===== config.mk =====
export PLATFORM = sky130hd
export DESIGN_NAME = per_source_frame_count_alarm
export DESIGN_NICKNAME = d
export VERILOG_FILES = /design/src/rtl/core/psfca_pkg.sv /design/src/rtl/core/psfca_ram.sv /design/src/rtl/core/psfca_front.sv /design/src/rtl/core/psfca_queue.sv /design/src/rtl/core/psfca_back.sv /design/src/rtl/core/per_source_frame_count_alarm.sv
export SDC_FILE = /design/constraint.sdc
export NUM_CORES = 2
export LEC_CHECK = 0
export BUFFER_PORTS_ARGS = -buffer_cell sky130_fd_sc_hd__buf_2
export CAP_MARGIN = 20
export CORE_MARGIN = 2
export CORE_UTILIZATION = 30
export CTS_CLUSTER_DIAMETER = 30
export DETAILED_ROUTE_END_ITERATION = 6
export PLACE_DENSITY = 0.48
export RECOVER_POWER = 50
export SLEW_MARGIN = 40
export SYNTH_ARGS = -nofsm -noshare
export SYNTH_HDL_FRONTEND = slang
export SYNTH_HIERARCHICAL = 1
export SYNTH_SLANG_ARGS = --single-unit

===== constraint.sdc =====
create_clock -name clk_i -period 8.3 [get_ports clk_i]
set_input_delay 0.415 -clock clk_i [delete_from_list [all_inputs] [get_ports clk_i]]
set_output_delay 0.415 -clock clk_i [all_outputs]
set_load 0.02 [all_outputs]

===== src/rtl/core/psfca_pkg.sv =====
// Shared types and constants of the per-source frame count alarm.
package psfca_pkg;

  localparam int ADDR_W      = 48;
  localparam int THR_W       = 16;
  localparam int WL_USED_W   = 3;
  localparam int WL_REGS     = 4;
  localparam int OUT_COUNT_W = 16;
  localparam int CFG_IDX_W   = 3;
  localparam int SLOT_MAX_W  = 8;
  localparam int QUEUE_DEPTH = 2;

  typedef enum logic [CFG_IDX_W-1:0] {
    REG_THRESHOLD = 3'd0,
    REG_WL_USED   = 3'd1,
    REG_WL_A      = 3'd2,
    REG_WL_B      = 3'd3,
    REG_WL_C      = 3'd4,
    REG_WL_D      = 3'd5,
    REG_BEEP      = 3'd6
  } cfg_reg_e;

  typedef enum logic [2:0] {
    CMD_WL_MISS,
    CMD_WL_HIT,
    CMD_HIT,
    CMD_INSERT,
    CMD_FULL
  } cmd_kind_e;

  typedef enum logic {
    BK_IDLE,
    BK_READ
  } back_state_e;

  typedef struct packed {
    logic [ADDR_W-1:0]     addr;
    cmd_kind_e             kind;
    logic [SLOT_MAX_W-1:0] slot;
  } cmd_t;

  typedef struct packed {
    logic [ADDR_W-1:0]      addr;
    logic                   wl_hit;
    logic [OUT_COUNT_W-1:0] count;
    logic                   alarm;
    logic                   alert;
    logic                   new_entry;
    logic                   full;
  } res_t;

endpackage


===== src/rtl/core/psfca_ram.sv =====
// Generic single-write, single-read RAM with registered read data.
module psfca_ram #(
  parameter int Width = 16,
  parameter int Depth = 16
) (
  input  logic                                   clk_i,
  input  logic                                   we_i,
  input  logic [(Depth > 1 ? $clog2(Depth) : 1)-1:0] waddr_i,
  input  logic [Width-1:0]                       wdata_i,
  input  logic                                   re_i,
  input  logic [(Depth > 1 ? $clog2(Depth) : 1)-1:0] raddr_i,
  output logic [Width-1:0]                       rdata_o
);

  logic [Width-1:0] mem_q [Depth];
  logic [Width-1:0] rdata_q;

  always_ff @(posedge clk_i) begin
    if (we_i) begin
      mem_q[waddr_i] <= wdata_i;
    end
    if (re_i) begin
      rdata_q <= mem_q[raddr_i];
    end
  end

  assign rdata_o = rdata_q;

endmodule


===== src/rtl/core/psfca_front.sv =====
// Front end: whitelist check, address table lookup and insertion.
module psfca_front
  import psfca_pkg::*;
#(
  parameter int TABLE_DEPTH     = 16,
  parameter int WHITELIST_SLOTS = 4
) (
  input  logic                             clk_i,
  input  logic                             rst_ni,
  input  logic                             push_i,
  input  logic [ADDR_W-1:0]                addr_i,
  input  logic                             q_full_i,
  input  logic [WL_USED_W-1:0]             wl_used_i,
  input  logic [WL_REGS-1:0][ADDR_W-1:0]   wl_addr_i,
  output logic                             q_push_o,
  output cmd_t                             cmd_o
);

  localparam int SlotW = TABLE_DEPTH > 1 ? $clog2(TABLE_DEPTH) : 1;
  localparam int FillW = $clog2(TABLE_DEPTH + 1);

  logic [ADDR_W-1:0]    entry_addr_q [TABLE_DEPTH];
  logic [FillW-1:0]     fill_q, fill_d;
  logic [TABLE_DEPTH-1:0] match;
  logic [SlotW-1:0]     hit_slot;
  logic                 wl_hit;
  logic                 accept;
  logic                 insert;

  // Whitelist slots beyond the supported count are never compared.
  always_comb begin
    wl_hit = 1'b0;
    for (int i = 0; i < WL_REGS; i++) begin
      if ((i < WHITELIST_SLOTS) && (WL_USED_W'(i) < wl_used_i) &&
          (wl_addr_i[i] == addr_i)) begin
        wl_hit = 1'b1;
      end
    end
  end

  // Stored addresses are unique, so at most one entry matches.
  always_comb begin
    hit_slot = '0;
    for (int i = 0; i < TABLE_DEPTH; i++) begin
      match[i] = (FillW'(i) < fill_q) && (entry_addr_q[i] == addr_i);
      if (match[i]) begin
        hit_slot = hit_slot | SlotW'(i);
      end
    end
  end

  always_comb begin
    cmd_o.addr = addr_i;
    cmd_o.slot = '0;
    if (wl_used_i != '0) begin
      cmd_o.kind = wl_hit ? CMD_WL_HIT : CMD_WL_MISS;
    end else if (|match) begin
      cmd_o.kind = CMD_HIT;
      cmd_o.slot = SLOT_MAX_W'(hit_slot);
    end else if (fill_q != FillW'(TABLE_DEPTH)) begin
      cmd_o.kind = CMD_INSERT;
      cmd_o.slot = SLOT_MAX_W'(fill_q);
    end else begin
      cmd_o.kind = CMD_FULL;
    end
  end

  assign accept   = push_i && !q_full_i;
  assign q_push_o = accept;
  assign insert   = accept && (cmd_o.kind == CMD_INSERT);
  assign fill_d   = insert ? fill_q + FillW'(1) : fill_q;

  always_ff @(posedge clk_i or negedge rst_ni) begin
    if (!rst_ni) begin
      fill_q <= '0;
    end else begin
      fill_q <= fill_d;
    end
  end

  always_ff @(posedge clk_i) begin
    if (insert) begin
      entry_addr_q[fill_q[SlotW-1:0]] <= addr_i;
    end
  end

endmodule


===== src/rtl/core/psfca_queue.sv =====
// Short command queue between the front end and the counter back end.
module psfca_queue
  import psfca_pkg::*;
(
  input  logic clk_i,
  input  logic rst_ni,
  input  logic push_i,
  input  cmd_t data_i,
  input  logic pop_i,
  output cmd_t data_o,
  output logic full_o,
  output logic empty_o
);

  localparam int PtrW = QUEUE_DEPTH > 1 ? $clog2(QUEUE_DEPTH) : 1;
  localparam int CntW = $clog2(QUEUE_DEPTH + 1);

  cmd_t            mem_q [QUEUE_DEPTH];
  logic [PtrW-1:0] wr_q, wr_d, rd_q, rd_d;
  logic [CntW-1:0] cnt_q, cnt_d;
  logic            do_push, do_pop;

  assign full_o  = (cnt_q == CntW'(QUEUE_DEPTH));
  assign empty_o = (cnt_q == '0);
  assign do_push = push_i && !full_o;
  assign do_pop  = pop_i && !empty_o;
  assign data_o  = mem_q[rd_q];

  always_comb begin
    wr_d  = wr_q;
    rd_d  = rd_q;
    cnt_d = cnt_q;
    if (do_push) begin
      wr_d = (wr_q == PtrW'(QUEUE_DEPTH - 1)) ? '0 : wr_q + PtrW'(1);
    end
    if (do_pop) begin
      rd_d = (rd_q == PtrW'(QUEUE_DEPTH - 1)) ? '0 : rd_q + PtrW'(1);
    end
    if (do_push && !do_pop) begin
      cnt_d = cnt_q + CntW'(1);
    end else if (do_pop && !do_push) begin
      cnt_d = cnt_q - CntW'(1);
    end
  end

  always_ff @(posedge clk_i or negedge rst_ni) begin
    if (!rst_ni) begin
      wr_q  <= '0;
      rd_q  <= '0;
      cnt_q <= '0;
    end else begin
      wr_q  <= wr_d;
      rd_q  <= rd_d;
      cnt_q <= cnt_d;
    end
  end

  always_ff @(posedge clk_i) begin
    if (do_push) begin
      mem_q[wr_q] <= data_i;
    end
  end

endmodule


===== src/rtl/core/psfca_back.sv =====
// Back end: count read-modify-write, alarm check and result register.
module psfca_back
  import psfca_pkg::*;
#(
  parameter int TABLE_DEPTH = 16,
  parameter int COUNT_BITS  = 16
) (
  input  logic             clk_i,
  input  logic             rst_ni,
  input  logic             q_empty_i,
  input  cmd_t             q_cmd_i,
  output logic             q_pop_o,
  input  logic [THR_W-1:0] thr_i,
  input  logic             beep_i,
  input  logic             res_pop_i,
  output logic             res_valid_o,
  output res_t             res_o
);

  localparam int SlotW = TABLE_DEPTH > 1 ? $clog2(TABLE_DEPTH) : 1;
  localparam int WideW = COUNT_BITS > OUT_COUNT_W ? COUNT_BITS : OUT_COUNT_W;

  back_state_e            state_q, state_d;
  cmd_t                   cmd_q;
  cmd_t                   cur;
  res_t                   res_q, res_d;
  logic                   res_valid_q, res_valid_d;
  logic                   res_free;
  logic                   cmd_ld, load;
  logic                   ram_re, ram_we;
  logic [SlotW-1:0]       ram_waddr;
  logic [COUNT_BITS-1:0]  ram_wdata, ram_rdata;
  logic [COUNT_BITS-1:0]  inc_cnt, cnt;
  logic [WideW-1:0]       cnt_wide;
  logic                   counted;

  assign res_free = !res_valid_q || res_pop_i;
  assign inc_cnt  = (&ram_rdata) ? ram_rdata : ram_rdata + COUNT_BITS'(1);

  always_comb begin
    state_d = state_q;
    case (state_q)
      BK_IDLE: begin
        if (!q_empty_i && (q_cmd_i.kind == CMD_HIT)) begin
          state_d = BK_READ;
        end
      end
      BK_READ: begin
        if (res_free) begin
          state_d = BK_IDLE;
        end
      end
      default: state_d = BK_IDLE;
    endcase
  end

  // A table hit reads its count first; others wait only for the result register.
  always_comb begin
    q_pop_o   = 1'b0;
    cmd_ld    = 1'b0;
    load      = 1'b0;
    ram_re    = 1'b0;
    ram_we    = 1'b0;
    ram_waddr = q_cmd_i.slot[SlotW-1:0];
    ram_wdata = COUNT_BITS'(1);
    case (state_q)
      BK_IDLE: begin
        if (!q_empty_i) begin
          if (q_cmd_i.kind == CMD_HIT) begin
            q_pop_o = 1'b1;
            cmd_ld  = 1'b1;
            ram_re  = 1'b1;
          end else if (res_free) begin
            q_pop_o = 1'b1;
            load    = 1'b1;
            ram_we  = (q_cmd_i.kind == CMD_INSERT);
          end
        end
      end
      BK_READ: begin
        if (res_free) begin
          load      = 1'b1;
          ram_we    = 1'b1;
          ram_waddr = cmd_q.slot[SlotW-1:0];
          ram_wdata = inc_cnt;
        end
      end
      default: ;
    endcase
  end

  always_comb begin
    cur     = (state_q == BK_READ) ? cmd_q : q_cmd_i;
    cnt     = '0;
    counted = 1'b0;
    res_d   = '0;
    res_d.addr = cur.addr;
    case (cur.kind)
      CMD_WL_HIT: res_d.wl_hit = 1'b1;
      CMD_HIT: begin
        cnt     = inc_cnt;
        counted = 1'b1;
      end
      CMD_INSERT: begin
        cnt             = COUNT_BITS'(1);
        counted         = 1'b1;
        res_d.new_entry = 1'b1;
      end
      CMD_FULL: res_d.full = 1'b1;
      default: ;
    endcase
    cnt_wide    = WideW'(cnt);
    res_d.count = (cnt_wide > WideW'({OUT_COUNT_W{1'b1}})) ?
                  {OUT_COUNT_W{1'b1}} : cnt_wide[OUT_COUNT_W-1:0];
    res_d.alarm = counted && (cnt_wide >= WideW'(thr_i));
    res_d.alert = res_d.alarm && beep_i;
  end

  assign res_valid_d = load ? 1'b1 : (res_pop_i ? 1'b0 : res_valid_q);

  always_ff @(posedge clk_i or negedge rst_ni) begin
    if (!rst_ni) begin
      state_q     <= BK_IDLE;
      res_valid_q <= 1'b0;
    end else begin
      state_q     <= state_d;
      res_valid_q <= res_valid_d;
    end
  end

  always_ff @(posedge clk_i) begin
    if (cmd_ld) begin
      cmd_q <= q_cmd_i;
    end
    if (load) begin
      res_q <= res_d;
    end
  end

  psfca_ram #(
    .Width (COUNT_BITS),
    .Depth (TABLE_DEPTH)
  ) u_count_ram (
    .clk_i   (clk_i),
    .we_i    (ram_we),
    .waddr_i (ram_waddr),
    .wdata_i (ram_wdata),
    .re_i    (ram_re),
    .raddr_i (q_cmd_i.slot[SlotW-1:0]),
    .rdata_o (ram_rdata)
  );

  assign res_valid_o = res_valid_q;
  assign res_o       = res_q;

endmodule


===== src/rtl/core/per_source_frame_count_alarm.sv =====
// Per-source frame counter with threshold alarm: the top level.
// A whitelist, insert or table-full result passes the command queue and the
// result register; a repeat address also passes the count read and write-back.
// Throughput: one beat per cycle for whitelist, insert and full beats while
// results are popped; repeat addresses wait on the count read-modify-write.
// Reset empties the address table, the queue and the result register and loads
// the register defaults; no clearing pass runs.
module per_source_frame_count_alarm
  import psfca_pkg::*;
#(
  parameter int TABLE_DEPTH     = 16,
  parameter int WHITELIST_SLOTS = 4,
  parameter int COUNT_BITS      = 16
) (
  input  logic                   clk_i,
  input  logic                   rst_ni,
  input  logic                   cfg_we_i,
  input  logic [CFG_IDX_W-1:0]   cfg_idx_i,
  input  logic [ADDR_W-1:0]      cfg_data_i,
  input  logic                   push,
  output logic                   full,
  input  logic [ADDR_W-1:0]      source_address_i,
  output logic                   empty,
  input  logic                   pop,
  output logic [ADDR_W-1:0]      address_echo_o,
  output logic                   whitelisted_hit_o,
  output logic [OUT_COUNT_W-1:0] frame_count_o,
  output logic                   threshold_alarm_o,
  output logic                   audible_alert_o,
  output logic                   new_entry_o,
  output logic                   table_full_o
);

  logic [THR_W-1:0]              thr_q;
  logic [WL_USED_W-1:0]          wl_used_q;
  logic [WL_REGS-1:0][ADDR_W-1:0] wl_addr_q;
  logic                          beep_q;

  logic q_push, q_pop, q_full, q_empty;
  cmd_t front_cmd, q_cmd;
  res_t res;
  logic res_valid;

  always_ff @(posedge clk_i or negedge rst_ni) begin
    if (!rst_ni) begin
      thr_q     <= THR_W'(1);
      wl_used_q <= '0;
      wl_addr_q <= '0;
      beep_q    <= 1'b0;
    end else if (cfg_we_i) begin
      case (cfg_reg_e'(cfg_idx_i))
        REG_THRESHOLD: thr_q        <= cfg_data_i[THR_W-1:0];
        REG_WL_USED:   wl_used_q    <= cfg_data_i[WL_USED_W-1:0];
        REG_WL_A:      wl_addr_q[0] <= cfg_data_i;
        REG_WL_B:      wl_addr_q[1] <= cfg_data_i;
        REG_WL_C:      wl_addr_q[2] <= cfg_data_i;
        REG_WL_D:      wl_addr_q[3] <= cfg_data_i;
        REG_BEEP:      beep_q       <= cfg_data_i[0];
        default: ;
      endcase
    end
  end

  psfca_front #(
    .TABLE_DEPTH     (TABLE_DEPTH),
    .WHITELIST_SLOTS (WHITELIST_SLOTS)
  ) u_front (
    .clk_i     (clk_i),
    .rst_ni    (rst_ni),
    .push_i    (push),
    .addr_i    (source_address_i),
    .q_full_i  (q_full),
    .wl_used_i (wl_used_q),
    .wl_addr_i (wl_addr_q),
    .q_push_o  (q_push),
    .cmd_o     (front_cmd)
  );

  psfca_queue u_queue (
    .clk_i   (clk_i),
    .rst_ni  (rst_ni),
    .push_i  (q_push),
    .data_i  (front_cmd),
    .pop_i   (q_pop),
    .data_o  (q_cmd),
    .full_o  (q_full),
    .empty_o (q_empty)
  );

  psfca_back #(
    .TABLE_DEPTH (TABLE_DEPTH),
    .COUNT_BITS  (COUNT_BITS)
  ) u_back (
    .clk_i       (clk_i),
    .rst_ni      (rst_ni),
    .q_empty_i   (q_empty),
    .q_cmd_i     (q_cmd),
    .q_pop_o     (q_pop),
    .thr_i       (thr_q),
    .beep_i      (beep_q),
    .res_pop_i   (pop && res_valid),
    .res_valid_o (res_valid),
    .res_o       (res)
  );

  assign full              = q_full;
  assign empty             = !res_valid;
  assign address_echo_o    = res.addr;
  assign whitelisted_hit_o = res.wl_hit;
  assign frame_count_o     = res.count;
  assign threshold_alarm_o = res.alarm;
  assign audible_alert_o   = res.alert;
  assign new_entry_o       = res.new_entry;
  assign table_full_o      = res.full;

  // A whitelist beat never carries any counting result.
  assert property (@(posedge clk_i) disable iff (!rst_ni)
    (!empty && whitelisted_hit_o) |->
      (frame_count_o == '0 && !threshold_alarm_o && !new_entry_o && !table_full_o))
    else $error("whitelist result carries count fields");

  // A freshly inserted address always reports a count of one.
  assert property (@(posedge clk_i) disable iff (!rst_ni)
    (!empty && new_entry_o) |-> (frame_count_o == OUT_COUNT_W'(1) && !table_full_o))
    else $error("new entry result has wrong count");

  // A rejected address is not counted and cannot alarm.
  assert property (@(posedge clk_i) disable iff (!rst_ni)
    (!empty && table_full_o) |-> (frame_count_o == '0 && !threshold_alarm_o))
    else $error("table full result carries a count");

  // The audible alert follows the alarm and the beep enable.
  assert property (@(posedge clk_i) disable iff (!rst_ni)
    (!empty && audible_alert_o) |-> (threshold_alarm_o && beep_q))
    else $error("audible alert without alarm and beep enable");

endmodule


==> out/results.ini <==
[timing]
hold_ws_ns = 0.0908
fin_skew_ns = 0.0762
setup_viol = 0
layout_min_cycle_time_ns = 6.30
hold_viol_final = 0
slew_violations = 1650
tns_ns = 0
maxSlewHeadroom_pct = -158
rsz0062_at_grt = no
fmax_ghz = 0.159
worst_slew_pin_slew_ns = 3.87
period_share_pct = 75.9

[run]
maxCapViolCount = 69

[placement]
dpl_cell_area_um2 = 68100
place.gp.congestion = 0.811
io_buffers = 174
detailed_place_hpwl_mm = 117

[run_status]
violations = max-capacitance violations, max-slew violations
status = finished, violations left

[detailed_routing]
wl_per_cell_um = 25.8
drt-pass1-iter-count = 5
vias = 35000
postRouteWirelength_mm = 192
drtIter0Drc = 2682
drtAntennaViolNets = 0
drcViolationCount = 0
avgViaCountPerCell = 4.71

[worst_setup_path]
crit_required_ns = 8.81
r2r_cells = 10
critPathKind = in -> reg
start_kind = input pin
critPathArrivalTime_ns = 6.81
end_kind = flop
cp_max_fo = 48

[logic_synthesis]
syn_area_um2 = 64100
syn_inst = 3804
synth.avg_cell_area_um2 = 16.9
yosysWarnings = 6
syn_nets = 3930

[die]
start_util_pct = 30.2
core_area_um2 = 212000
die_y_um = 466
io_pins = 175
die_x_um = 466
floorplan.die_area_um2 = 217000
rows = 169

[global_routing]
antenna_found_initial = 22
grt_pass1_wl_mm = 272
grt_max_degree = 125
grt_pass1_vias = 36000
grt_overflow_total = 0
grtUsageTotal_pct = 17.4

[power_and_ir_drop]
power_density_nw_per_um2 = 348
total_leakage_power_nw = 28.2
peakVddDrop_mv = 0.228

[clock_network]
path_clk_slew_ns = 0.04
clk_latency_ns = 0.95
cts_buffer_depth = 4
h-tree-depth = 5
cts_setup_buffers = 0
cts_sinks = 1497
cts_buffers = 376
cts_root_buf = clkbuf_16
cts_tree = built

[final_layout]
area_delta_synth_final_pct = 25.6
final_layout_size_suffix_gt1_share_pct = 22.3
final_cell_area_um2 = 80500
final_nets = 4454
fill_cells = 19900

[worst_hold_path]
min_path_cells = 3
holdCritPathClass = in -> reg

## flip-flops by register name, summed over array words and instances, names as in the netlist
register                    count
u_queue/rd_q                    1
u_front/entry_addr_q          768
u_back/u_count_ram/rdata_o     16
u_back/res_valid_o              1
u_back/u_count_ram/mem_q      256
u_back/res_o                   69
u_queue/cnt_q                   2
u_back/cmd_q                   55
beep_q                          1
wl_addr_q                     192
u_queue/wr_q                    1
u_back/state_q                  1
thr_q                          16
u_front/fill_q                  5
u_queue/mem_q                 110
wl_used_q                       3
## worst max-delay path: stages
cell	delay, ns
dlygate4sd3_1	0.52
clkbuf_1	0.93
clkbuf_1	1.82
xnor2_1	0.19
nand4_1	0.20
nor3_1	0.08
and4_1	0.28
a2111oi_4	0.45
nand4_2	0.34
nor2_4	0.62
and3_2	0.30
buf_4	0.53
## where the power goes
group	leakage (nW)	internal (mW)	switching, mW
logic	7.79	1.35	2.49
clock network	6.10	10.1	4.37
registers	14.3	9.26	0.430
## final cells by class
class                   count  area (um2)  area share (%)
diodes                      3        7.51         0.00932
clock buffers             443        9890            12.3
clock inverters           225        2690            3.35
inverters                  36         135           0.168
multi-input cells        2057       18300            22.7
flip-flops and latches   1497       43800            54.4
well taps                2821        3530            4.38
repair buffers            360        2130            2.65
## layer usage
layer / track usage, % / share of wire (%) / vias up
met5: 0 / 0.033 / -
met4: 4.86 / 2.2 / 10
met3: 3.55 / 5.0 / 295
met2: 27.6 / 47 / 989
met1: 24.0 / 46 / 18300
li1: - / - / 15400
## path summary, 6_finish.rpt
| path | start | end | slack (ns) |
|---|---|---|---|
| worst min register to register | thr_q[9] | thr_q[9] | 0.50 |
| worst max register to register | u_queue/rd_q | u_back/res_o[2] | 3.72 |
| min in group asynchronous | rst_ni | wl_addr_q[34] | 0.33 |
| max in group asynchronous | rst_ni | u_back/state_q | 4.12 |
| worst max-delay path | source_address_i[32] | u_front/entry_addr_q[12][2] | 2.00 |
| worst min-delay path | cfg_idx_i[1] | beep_q | 0.09 |
## timing repair
item,in CTS,in global routing
hold buffers,66,1
hold endpoints to repair,480,1
resized for setup,0,0
## cell usage in the layout, fill, tap and decap left out, types with 18 or more instances in the layout
master / instances
buf_2: 57
nor2_1: 38
clkinv_4: 20
dlygate4sd3_1: 66
xor2_1: 773
clkinv_1: 44
nand3_1: 36
mux2_2: 209
buf_4: 46
ha_1: 22
clkinv_2: 67
xnor2_1: 183
nand2_1: 67
inv_1: 36
nor4_1: 201
nand4_1: 85
a22oi_1: 32
dfrtp_1: 221
edfxtp_1: 1274
clkbuf_1: 234
clkbuf_16: 382
bufinv_16: 55
nor3_1: 20
mux2_1: 106
mux4_2: 54
a21oi_1: 18
clkinvlp_4: 30
## stage by stage
stage               setup slack (ns)  total power, mW  std cells  utilization [%]
floorplan                       1.45             12.4       3804                -
finish                          2.00             28.0       7442             37.9
global placement                2.79             13.8       6696             31.9
CTS                             3.79             28.5       7437             38.3
detailed placement              3.32             13.9       6703             32.1
global route                    1.85             29.1       7439             37.9
Note: power is estimated with default switching activity, not from simulation.
